`src/rtl/cpra_pkg.sv`:
```
// ----------------------------------------------------------------------------
// cpra_pkg
// Shared types and constants of the contiguous page-run allocator.
// ----------------------------------------------------------------------------
package cpra_pkg;

   localparam int HEAP_ENTRIES_DEF  = 4096;
   localparam int FRAME_BITS_DEF    = 65536;
   localparam int MAX_RUN_PAGES_DEF = 64;

   localparam logic [31:0] PAGE_BYTES      = 32'h0000_1000;
   localparam logic [31:0] KERNEL_LIMIT    = 32'hC000_0000;
   localparam logic [31:0] KERNEL_HEAP_LOW = 32'h8000_0000;

   localparam logic [31:0] RST_ALLOC_BASE   = 32'h8000_0000;
   localparam logic [12:0] RST_HEAP_ENTRIES = 13'd4096;
   localparam logic [16:0] RST_FRAME_COUNT  = 17'd65536;

   typedef enum logic [3:0] {
      ST_OK           = 4'd0,
      ST_NULL         = 4'd1,
      ST_TOO_LARGE    = 4'd2,
      ST_NO_RUN       = 4'd3,
      ST_NO_FRAME     = 4'd4,
      ST_KERNEL       = 4'd5,
      ST_WRONG_HEAP   = 4'd6,
      ST_NO_USER_HEAP = 4'd7,
      ST_RANGE        = 4'd8,
      ST_NOT_PRESENT  = 4'd9
   } status_type;

   typedef enum logic [2:0] {
      REG_ALLOC_BASE   = 3'd0,
      REG_USER_HEAP    = 3'd1,
      REG_HEAP_ENTRIES = 3'd2,
      REG_FRAME_COUNT  = 3'd3,
      REG_FRAME_OFFSET = 3'd4
   } reg_index_type;

   typedef struct packed {
      logic [31:0] allocation_base;
      logic        user_heap_active;
      logic [12:0] heap_entries;
      logic [16:0] frame_count;
      logic [19:0] frame_offset;
   } cfg_type;

   typedef struct packed {
      logic rd;
      logic skip;
      logic take;
   } fs_cmd_type;

   typedef struct packed {
      logic ready;
      logic full;
      logic exhausted;
   } fs_stat_type;

endpackage

```
`src/rtl/cpra_csr.sv`:
```
// ----------------------------------------------------------------------------
// cpra_csr
// Configuration registers behind a small APB-style port.
// ----------------------------------------------------------------------------
module cpra_csr (
   input  logic             clock,
   input  logic             reset,
   input  logic             psel,
   input  logic             penable,
   input  logic             pwrite,
   input  logic [4:0]       paddr,
   input  logic [31:0]      pwdata,
   output logic [31:0]      prdata,
   output logic             pready,
   output cpra_pkg::cfg_type cfg
);
   import cpra_pkg::*;

   cfg_type cfg_ff, cfg_in;
   logic    wr_en;

   assign pready = 1'b1;
   assign wr_en  = psel && penable && pwrite;
   assign cfg    = cfg_ff;

   always_comb begin
      cfg_in = cfg_ff;
      if (wr_en) begin
         case (paddr[4:2])
            REG_ALLOC_BASE:   cfg_in.allocation_base  = pwdata;
            REG_USER_HEAP:    cfg_in.user_heap_active = pwdata[0];
            REG_HEAP_ENTRIES: cfg_in.heap_entries     = pwdata[12:0];
            REG_FRAME_COUNT:  cfg_in.frame_count      = pwdata[16:0];
            REG_FRAME_OFFSET: cfg_in.frame_offset     = pwdata[19:0];
            default:          cfg_in = cfg_ff;
         endcase
      end
   end

   always_comb begin
      case (paddr[4:2])
         REG_ALLOC_BASE:   prdata = cfg_ff.allocation_base;
         REG_USER_HEAP:    prdata = {31'd0, cfg_ff.user_heap_active};
         REG_HEAP_ENTRIES: prdata = {19'd0, cfg_ff.heap_entries};
         REG_FRAME_COUNT:  prdata = {15'd0, cfg_ff.frame_count};
         REG_FRAME_OFFSET: prdata = {12'd0, cfg_ff.frame_offset};
         default:          prdata = 32'd0;
      endcase
   end

   always_ff @(posedge clock) begin
      if (reset) begin
         cfg_ff.allocation_base  <= RST_ALLOC_BASE;
         cfg_ff.user_heap_active <= 1'b0;
         cfg_ff.heap_entries     <= RST_HEAP_ENTRIES;
         cfg_ff.frame_count      <= RST_FRAME_COUNT;
         cfg_ff.frame_offset     <= 20'd0;
      end else begin
         cfg_ff <= cfg_in;
      end
   end

endmodule

```
`config.mk`:
```
export PLATFORM = sky130hd
export DESIGN_NAME = cpra_csr
export DESIGN_NICKNAME = d
export VERILOG_FILES = /design/src/rtl/cpra_pkg.sv /design/src/rtl/cpra_csr.sv
export SDC_FILE = /design/constraint.sdc
export NUM_CORES = 1
export LEC_CHECK = 0
export ABC_AREA = 1
export BUFFER_PORTS_ARGS = -buffer_cell sky130_fd_sc_hd__buf_2
export CORE_MARGIN = 4
export CORE_UTILIZATION = 49
export DETAILED_ROUTE_END_ITERATION = 10
export GPL_ROUTABILITY_DRIVEN = 1
export PLACE_DENSITY = 0.81
export SLEW_MARGIN = 15
export SYNTH_ARGS = -nofsm -noshare
export SYNTH_HDL_FRONTEND = slang
export SYNTH_SLANG_ARGS = --single-unit
```
`constraint.sdc`:
```
create_clock -name clock -period 1.2 [get_ports clock]
set_clock_uncertainty 0.1 [all_clocks]
set_input_delay 0.06 -clock clock [delete_from_list [all_inputs] [get_ports clock]]
set_output_delay 0.06 -clock clock [all_outputs]
set_load 0.03 [all_outputs]
```
# Word level (Yosys, flattened, before mapping)

Cells that the tools add are included.

Bits in registers: 83
Bits of input ports: 42
Output and inout port bits: 116

Eq/ne operators: 4
Muxes and demuxes: 1
Reduce and logical (&&, ||, !) cells: 8

Operator list:

| kind               | number |
|---|---|
| $pmux 32 s5        | 1 |
| $reduce_and 2->1   | 5 |
| $eq 3x2->1 const B | 2 |
| $eq 3x1->1 const B | 1 |
| $eq 3x3->1 const B | 1 |
| $logic_not 3->1    | 1 |
| $logic_and 1x1->1  | 2 |

# Depth between registers and ports, before layout

Gate-level depths: netlist of run 1.

Depth in word-level cells: 3
Gate-level depth with buffers: 9

# Least setup slack after synthesis of run 1

Ideal clock, no wire load.

Path type: input to output
From: in paddr[3]
To: out prdata[20]
Data arrival time: 1.066 ns
Data required time: 1.040 ns
Slack: -0.026 ns
Stages on the path: 5
Cells stage by stage: buf_2 nor2_2 nand2_2 clkbuf_1 nor2_1

Cells in the longest elaborated chain, start to end: 2

Ends and longest elaborated chain:

| item                                     | line           | RTL |
|---|---|---|
| from (decl)                              | cpra_csr.sv:11 | `input logic [4:0] paddr,` |
| $eq 3x3->1, or another cell as far along | cpra_csr.sv:41 | `case (paddr[4:2])` |
| $pmux 32 s5 *                            | cpra_csr.sv:41 |  |
| to (decl)                                | cpra_csr.sv:13 | `output logic [31:0] prdata,` |

Every way passes the cells marked *; elsewhere a longest branch is shown, timed or not.

# Worst setup path in the final report of run 1

From: reg cfg_ff (netlist bit cfg[50])
To: out prdata[0]

Cells in the longest elaborated chain, start to end: 1

Ends and longest elaborated chain:

| item                   | line           | RTL |
|---|---|---|
| from (decl)            | cpra_csr.sv:19 | `cfg_type cfg_ff, cfg_in;` |
| from (signal assigned) | cpra_csr.sv:59 | `cfg_ff <= cfg_in;` |
| $pmux 32 s5            | cpra_csr.sv:41 |  |

Every way passes these cells.

==> flow_summary_export.csv, run 1 <==
group,metric,value,unit
run_status,status,"finished, violations left",
run_status,failed_checks,"negative setup slack",
setup_path,r2r_slack,0.37,ns
setup_path,slowest_delay,0.35,ns
yosys,synthTopCellsByArea,"dfxtp_1, nand2_1, nor2_1",
setup_path,crit_path_max_fanout,2,
yosys,ys_ff_latch,83,
placement,dp.cells,923,
timing,drv_slew,0,
global_route,grt_util_all_layers,0.2741,
power_and_ir_drop,powerDensity,903.1,nW/um^2
clock_tree,cts_max_level,3,
die,initial_core_util,0.5009,
timing,setup_viol,8,
final_layout,largest_reg_flops,83,
detailed_routing,drc,0,
die,die_h,99.42,um
die,ios,158,
detailed_routing,drt-total-wl,14.80,mm
worst_hold_path,hold_path_class,"input pin to register",
final_layout,layout-drive-gt1-share,0.4302,
setup_path,crit_required,1.04,ns
timing,fin_setup_tns,-0.2173,ns
global_route,grt_pass1_wl,21.96,mm
final_layout,layout_commonest_cell,"nand2_1",
timing,max_freq,770.8,MHz
clock_tree,clkTransAtPathRegs,0.09,ns
timing,fin_crit,1.297,ns
final_layout,stdcell_count,1000,
global_route,antenna_found_initial,0,
detailed_routing,viasPerCell,5.011,
clock_tree,cts.sinks,83,
placement,io_buffers,154,
setup_path,path_buf_inv,2,
yosys,synth.avg_cell_area,6.058,um^2
die,die_w,99.42,um
timing,hold_slack,0.006678,ns
run,drv_cap,0,
detailed_routing,dr.pass1.iters,5,
timing,hold_violations,0,
placement,place_hpwl,8.661,mm
clock_tree,cts_root_buf,"clkbuf_8",
yosys,yosysTopAreaCell,"dfxtp_1",
final_layout,final_cell_mix,"nand2_1, nor2_1, buf_2",
global_route,grt_pass1_vias,4614,
yosys,synth_cells,676,
global_route,grt.overflow.total,0,
clock_tree,insertion_delay,0.34,ns
setup_path,worstSetupPathType,"register to output port",
clock_tree,ctsLongestPathBuffers,2,
setup_path,start_kind,"register",
final_layout,n_antenna_cell,0,
clock_tree,cts_inserted_buffers,9,
detailed_routing,drtAntennaViolNets,0,
die,num_rows,33,
timing,setup_slack,-0.09732,ns
die,core_area,8175,um^2
global_route,grt_max_degree,84,
yosys,synth_top_area_share,0.4057,
die,dieArea,9884,um^2
final_layout,nFillCells,580,
yosys,seq_area_frac_synth,0.4057,
yosys,syn_area,4095,um^2
detailed_routing,wire_per_inst,14.80,um
setup_path,cpMaxStageDelayCell,"dfxtp_2",
timing,grt_setup_unrepaired,"true",
power_and_ir_drop,ir_drop,0.5739,mV
placement,place_congestion,0.8762,
setup_path,crit_chain,"inv_2, nor3_2, nor2_1, nand2_1, buf_6",
yosys,yosysWarnings,0,
timing,min_period_over_period,1.081,
yosys,synth.distinct_cells,19,
detailed_routing,first_iter_violations,303,
final_layout,syn_to_final_growth,55.21,%
setup_path,end_kind,"output port",
yosys,syn_nets,718,
final_layout,layout.nets,932,
final_layout,multiInputGateArea,2095,um^2
clock_tree,cts_tree,"done",
setup_path,worstPathArrival,1.14,ns
final_layout,finish.utilization,0.7775,
final_layout,seqCellArea,1759,um^2
detailed_routing,vias,5011,
power_and_ir_drop,leakagePower,3.301,nW
setup_path,cp_top_family,"flip-flops",
## what timing repair did
item | in CTS | in global routing
hold buffers | 24 | 0
pin swaps | 26 | 42
gates resized for setup | 107 | 112
endpoints found under the hold margin | 40 | 0
gates cloned | 1 | 2
endpoints found under the setup margin | 27 | 35
setup buffers | 24 | 10
## cell usage after synthesis, drive strengths merged
| master | number |
|---|---|
| buf | 37 |
| conb | 1 |
| nor3 | 1 |
| a21oi | 1 |
| nand3 | 75 |
| dfxtp | 83 |
| o21ai | 3 |
| clkbuf | 3 |
| nor2 | 182 |
| inv | 75 |
| nand2 | 215 |
## path summary, 6_finish.rpt
path / end / cells after the start / startpoint
worst max-delay path: prdata[0] / 5 / cfg[50]$_SDFFE_PP0P_
worst max register to register: cfg[37]$_SDFFE_PP0P_ / 3 / cfg[37]$_SDFFE_PP0P_
worst min register to register: cfg[59]$_SDFFE_PP0P_ / 2 / cfg[59]$_SDFFE_PP0P_
worst min-delay path: cfg[60]$_SDFFE_PP0P_ / 5 / pwdata[9]
## kinds of logic after synthesis
logic type	Yosys count	share of synthesized area
and+or+nand+nor	473	0.4647
other	1	0.0009157
DFF	83	0.4057
AOI/OAI and AO/OA	4	0.004886
buffers and inverters	115	0.1237
## routing by layer
metal	global-route usage	wire length [um]	vias to the layer above
li1	-	-	2434
met1	0.3266	5727	2306
met2	0.5000	7493	237
met3	0.05259	1211	34
met4	0.07668	371	0
met5	0	0	-
## where the power goes
group	switching (mW)	internal [mW]
registers	0.0280	2.79
logic	0.501	0.346
clock network	1.06	1.02
## final cells by class
cell class                      instances  share of cell area
Tap cell                              105             0.02067
Clock inverter                          6             0.01004
Sequential cell                        83              0.2768
Timing Repair Buffer                  243              0.2951
Clock buffer                           10             0.02165
Multi-Input combinational cell        478              0.3295
Inverter                               75             0.04626
## stage by stage
| step | setup WS [ns] | area (um^2) | power, mW |
|---|---|---|---|
| final | -0.09732 | 6356 | 5.740 |
| after global placement | -0.09166 | 5115 | 3.518 |
| after detailed placement | -0.1038 | 5115 | 3.530 |
| after floorplan | -0.02557 | 4095 | 3.279 |
| after CTS | -0.09375 | 6005 | 5.674 |
| after global routing | -0.1640 | 6356 | 5.938 |
## worst reg2reg max path: stages (launching register included)
cell	delay [ns]
dfxtp_2	0.34
buf_4	0.14
nor2_1	0.10
nor2_1	0.05
Note: power is estimated with default switching activity, not from simulation.
==> inputs of run 2 (changes only) <==
--- a/config.mk
+++ b/config.mk
@@ -8,10 +8,11 @@
 export ABC_AREA = 1
 export BUFFER_PORTS_ARGS = -buffer_cell sky130_fd_sc_hd__buf_2
 export CORE_MARGIN = 4
-export CORE_UTILIZATION = 49
+export CORE_UTILIZATION = 40
 export DETAILED_ROUTE_END_ITERATION = 10
 export GPL_ROUTABILITY_DRIVEN = 1
-export PLACE_DENSITY = 0.81
+export PLACE_DENSITY = 0.69
+export REMOVE_ABC_BUFFERS = 1
 export SLEW_MARGIN = 15
 export SYNTH_ARGS = -nofsm -noshare
 export SYNTH_HDL_FRONTEND = slang
==> flow_summary_export.csv, run 2 (synthesis results as in run 1) <==
group,metric,value,unit
timing,hold_violations,0,
power_and_ir_drop,combPwrFrac,0.160,
global_route,grt.overflow.total,0,
placement,io_buffers,154,
setup_path,start_kind,"register",
timing,setup_viol,10,
global_route,grt_util_all_layers,0.2311,
clock_tree,cts.sinks,83,
clock_tree,clkTransAtPathRegs,0.08,ns
detailed_routing,viasPerCell,4.690,
power_and_ir_drop,powerDensity,836.3,nW/um^2
power_and_ir_drop,intPower,3.998,mW
die,num_rows,36,
setup_path,crit_path_max_fanout,2,
final_layout,layout_commonest_cell,"nand2_1",
setup_path,worstPathArrival,1.11,ns
detailed_routing,drc,0,
die,initial_core_util,0.4151,
clock_tree,insertion_delay,0.35,ns
power_and_ir_drop,power.switching,1.542,mW
clock_tree,cts_tree,"done",
final_layout,stdcell_count,1054,
setup_path,r2r_start,"cfg[10]$_SDFFE_PP0P_",
final_layout,final_cell_mix,"nand2_1, nor2_1, buf_2",
placement,place_congestion,0.8045,
setup_path,r2r_slack,0.23,ns
setup_path,reg2reg_depth,4,
final_layout,final_cell_area,6624,um^2
worst_hold_path,hold_path_class,"input pin to register",
worst_hold_path,hold_end,"cfg[4]$_SDFFE_PP0P_",
global_route,grt_max_degree,50,
timing,grt_setup_unrepaired,"true",
placement,dp.cells,961,
run,drv_cap,0,
timing,drv_slew,0,
power_and_ir_drop,switching_share,0.2783,
power_and_ir_drop,p_seq_frac,0.509,
final_layout,layout.nets,958,
worst_hold_path,hold_path_depth,5,
placement,place_hpwl,8.989,mm
setup_path,r2r-end,"cfg[10]$_SDFFE_PP0P_",
global_route,grt_pass1_vias,4719,
timing,min_period_over_period,1.061,
setup_path,crit_required,1.04,ns
global_route,antenna_found_initial,0,
setup_path,worstSetupPathType,"register to output port",
placement,placed_cell_area,5295,um^2
final_layout,layout-drive-gt1-share,0.4245,
power_and_ir_drop,ir_drop,0.6306,mV
run_status,failed_checks,"negative setup slack",
clock_tree,cts_inserted_buffers,9,
final_layout,n_antenna_cell,0,
timing,setup_slack,-0.07322,ns
run_status,status,"finished, violations left",
setup_path,end_kind,"output port",
die,ios,158,
global_route,grt_pass1_wl,21.92,mm
die,core_area,9864,um^2
die,die_h,109.2,um
power_and_ir_drop,clockPowerShare,0.330,
detailed_routing,drtAntennaViolNets,0,
timing,fin_crit,1.273,ns
detailed_routing,wire_per_inst,13.62,um
detailed_routing,drt-total-wl,14.36,mm
detailed_routing,first_iter_violations,301,
final_layout,largest_reg_flops,83,
clock_tree,ctsLongestPathBuffers,2,
detailed_routing,vias,4943,
final_layout,syn_to_final_growth,61.75,%
power_and_ir_drop,leakagePower,3.416,nW
detailed_routing,dr.pass1.iters,6,
timing,max_freq,785.4,MHz
die,die_w,109.2,um
clock_tree,cts_root_buf,"clkbuf_8",
worst_hold_path,worstHoldStart,"reset",
die,dieArea,11920,um^2
clock_tree,cts_max_level,3,
## run 2: cell types whose count changed in the layout (fill, tap and decap cells not counted), sizes merged
cell / change
clkinvlp: -1
inv: -1
bufinv: -1
buf: +20
clkinv: +1
dlygate4sd3: +8
## run 2: layout make-up
type / instances / area [um^2]
Tap cell: 133 / 166.4
Sequential cell: 83 / 1757
Multi-Input combinational cell: 478 / 2079
Fill cell: 802 / 3241
Inverter: 75 / 286.5
Clock inverter: 4 / 26.28
Clock buffer: 12 / 145.1
Timing Repair Buffer: 269 / 2163
## run 2: worst max-delay path by stage
stage	start	depth (start not counted)	to	slack [ns]
final	cfg[50]$_SDFFE_PP0P_	5	prdata[0]	-0.07
after global routing	cfg[50]$_SDFFE_PP0P_	5	prdata[0]	-0.18
after CTS	cfg[37]$_SDFFE_PP0P_	5	prdata[0]	-0.11
after detailed placement	paddr[2]	10	prdata[12]	-0.11
after global placement	paddr[2]	10	prdata[12]	-0.10
after floorplan	paddr[2]	7	prdata[0]	-0.77
## run 2: stage by stage
step / TNS (ns) / util / setup slack, ns / hold slack (ns) / power (mW)
6_report: -0.1439 / 0.6715 / -0.07322 / 0.05839 / 5.539
5_1_grt: -1.142 / 0.6715 / -0.1776 / 0.06337 / 5.765
4_1_cts: -0.3849 / 0.6437 / -0.1055 / 0.04545 / 5.525
3_5_place_dp: -4.496 / 0.5368 / -0.1147 / 0.1785 / 3.567
3_3_place_gp: -3.612 / 0.5368 / -0.1001 / 0.1742 / 3.555
2_1_floorplan: -58.64 / - / -0.7710 / 0.08619 / 3.245
## run 2: repair_timing
action | in CTS | in global routing
pin swaps | 43 | 35
resized for setup | 115 | 83
setup endpoints to repair | 30 | 35
hold buffers | 32 | 0
endpoints found under the hold margin | 82 | 0
gates cloned | 2 | 1
setup buffers | 31 | 11
## run 2: worst max-delay path: stages (launching register included)
cell and delay [ns]:
dfxtp_2 0.34, inv_2 0.03, nor3_2 0.13, nor2_2 0.06, nand2_1 0.08, buf_6 0.13
## run 2: power by group through the flow
stage | clock network (mW) | logic [mW] | registers [mW]
finish | 1.83 | 0.889 | 2.82
detailed placement | 0 | 0.686 | 2.88
CTS | 1.87 | 0.843 | 2.82
floorplan | 0 | 0.299 | 2.95
global placement | 0 | 0.676 | 2.88
global route | 1.98 | 0.959 | 2.83
## run 2: routing by layer
| layer | global-route usage | wire, um | up-vias |
|---|---|---|---|
| li1 | - | - | 2494 |
| met1 | 0.2664 | 5846 | 2240 |
| met2 | 0.4241 | 7270 | 194 |
| met3 | 0.04796 | 1067 | 15 |
| met4 | 0.07480 | 176 | 0 |
| met5 | 0 | 0 | - |
==> inputs of run 3 (changes only) <==
--- a/config.mk
+++ b/config.mk
@@ -8,10 +8,10 @@
 export ABC_AREA = 1
 export BUFFER_PORTS_ARGS = -buffer_cell sky130_fd_sc_hd__buf_2
 export CORE_MARGIN = 4
-export CORE_UTILIZATION = 40
+export CORE_UTILIZATION = 44
 export DETAILED_ROUTE_END_ITERATION = 10
 export GPL_ROUTABILITY_DRIVEN = 1
-export PLACE_DENSITY = 0.69
+export PLACE_DENSITY = 0.77
 export REMOVE_ABC_BUFFERS = 1
 export SLEW_MARGIN = 15
 export SYNTH_ARGS = -nofsm -noshare
==> constraint.sdc (replaced) <==
create_clock -name clock -period 1.1 [get_ports clock]
set_clock_uncertainty 0.1 [all_clocks]
set_input_delay 0.055 -clock clock [delete_from_list [all_inputs] [get_ports clock]]
set_output_delay 0.055 -clock clock [all_outputs]
set_load 0.03 [all_outputs]
==> flow_summary_export.csv, run 3 (synthesis results as in run 1) <==
group,metric,value,unit
detailed_routing,wire_per_inst,15.07,um
final_layout,layout_commonest_cell,"nand2_1",
power_and_ir_drop,power,6.312,mW
clock_tree,ctsLongestPathBuffers,2,
timing,setup_viol,46,
power_and_ir_drop,leakagePower,3.554,nW
global_route,grt_max_degree,44,
detailed_routing,viasPerCell,4.961,
power_and_ir_drop,power.switching,1.693,mW
setup_path,crit_path_start,"cfg[50]$_SDFFE_PP0P_",
die,initial_core_util,0.4606,
power_and_ir_drop,ir_drop,0.6607,mV
setup_path,crit_chain,"inv_1, nor3_2, nor2_2, nand2_1, buf_6",
detailed_routing,dr.pass1.iters,5,
setup_path,end_kind,"output port",
timing,fin_crit,1.335,ns
die,num_rows,34,
timing,drv_slew,0,
setup_path,cpMaxStageDelayCell,"dfxtp_2",
global_route,grt.overflow.total,0,
timing,fin_setup_tns,-4.379,ns
run_status,status,"finished, violations left",
detailed_routing,drtAntennaViolNets,0,
clock_tree,cts_max_level,3,
placement,dp.cells,935,
setup_path,slowest_delay,0.34,ns
placement,io_buffers,154,
detailed_routing,vias,5040,
setup_path,worstPathArrival,1.18,ns
run,drv_cap,0,
timing,hold_violations,0,
timing,max_freq,748.8,MHz
final_layout,syn_to_final_growth,65.02,%
power_and_ir_drop,intPower,4.619,mW
placement,place_hpwl,8.458,mm
setup_path,path_buf_inv,2,
setup_path,cp_top_family,"flip-flops",
final_layout,final_cell_mix,"nand2_1, nor2_1, buf_2",
power_and_ir_drop,p_seq_frac,0.489,
setup_path,r2r_start,"cfg[51]$_SDFFE_PP0P_",
worst_hold_path,worstHoldStart,"reset",
die,dieArea,10920,um^2
clock_tree,cts_root_buf,"clkbuf_8",
power_and_ir_drop,switching_share,0.2682,
die,core_area,8891,um^2
detailed_routing,first_iter_violations,406,
timing,min_period_over_period,1.214,
detailed_routing,drc,0,
setup_path,crit_required,0.94,ns
worst_hold_path,hold_path_class,"input pin to register",
final_layout,stdcell_count,1016,
timing,hold_slack,0.06515,ns
final_layout,largest_reg_flops,83,
power_and_ir_drop,combPwrFrac,0.165,
timing,setup_slack,-0.2355,ns
clock_tree,cts_tree,"done",
run_status,failed_checks,"negative setup slack",
setup_path,start_kind,"register",
power_and_ir_drop,powerDensity,934.0,nW/um^2
global_route,grt_pass1_vias,4686,
setup_path,crit_path_max_fanout,2,
placement,place_congestion,0.7727,
final_layout,layout-drive-gt1-share,0.4317,
clock_tree,insertion_delay,0.34,ns
setup_path,worstSetupPathType,"register to output port",
global_route,grt_util_all_layers,0.2553,
global_route,grt_pass1_wl,22.85,mm
setup_path,r2r_slack,0.14,ns
final_layout,n_antenna_cell,0,
die,ios,158,
timing,grt_setup_unrepaired,"true",
global_route,antenna_found_initial,0,
clock_tree,cts.sinks,83,
clock_tree,cts_inserted_buffers,9,
final_layout,layout.nets,945,
final_layout,finish.utilization,0.7601,
detailed_routing,drt-total-wl,15.31,mm
clock_tree,clkTransAtPathRegs,0.08,ns
die,die_w,104.5,um
die,die_h,104.5,um
power_and_ir_drop,clockPowerShare,0.346,
[run 3: cell types whose count changed in the layout (fill, tap and decap cells not counted), moves of 6 or more]
cell     change
nand2_4     +12
buf_6       +29
buf_2       -12
buf_4       -31
nand2_2     -13
inv_1        -6
[run 3: area by class of cell]
| type | count | area (um^2) |
|---|---|---|
| tap | 108 | 135.1 |
| inverter | 75 | 291.5 |
| timing repair buffer | 256 | 2202 |
| fill | 630 | 2133 |
| sequential | 83 | 1758 |
| clock buffer | 11 | 141.4 |
| clock inverter | 5 | 52.55 |
| multi-input combinational | 478 | 2177 |
[run 3: final timing paths]
kind                               end  cells past startpoint
setup / recovery             prdata[0]                      5
hold / removal    cfg[13]$_SDFFE_PP0P_                      5
setup reg to reg  cfg[51]$_SDFFE_PP0P_                      3
hold reg to reg   cfg[30]$_SDFFE_PP0P_                      2
[run 3: metal layers]
metal / vias up / share of wire / track usage
li1: 2467 / - / -
met1: 2276 / 0.38 / 0.2997
met2: 246 / 0.50 / 0.4497
met3: 51 / 0.081 / 0.04655
met4: 0 / 0.031 / 0.1159
met5: - / 0 / 0
[run 3: what timing repair did]
item | CTS | global route
pin swaps | 30 | 18
gates resized for setup | 187 | 91
hold buffers | 32 | 0
hold endpoints to repair | 76 | 0
setup endpoints to repair | 40 | 53
setup buffers | 17 | 11
cloned | 4 | 1
[run 3: tightest hold or removal path, cell delays in order]
cell     delay (ns)
buf_2          0.09
inv_2          0.06
buf_12         0.17
nand2_1        0.08
nor2_1         0.03
[run 3: through the flow]
stage / area (um^2) / setup WS (ns)
after detailed placement: 5194 / -0.2357
after global routing: 6758 / -0.3189
final: 6758 / -0.2355
after CTS: 6405 / -0.1626
after floorplan: 3870 / -0.8610
after global placement: 5194 / -0.1877
[run 3: power by group through the flow]
stage	combinational (mW)	clock [mW]	sequential (mW)
floorplan	0.326	0	3.21
CTS	0.945	2.19	3.08
detailed placement	0.729	0	3.14
finish	1.04	2.18	3.08
global placement	0.715	0	3.14
global route	1.12	2.32	3.09
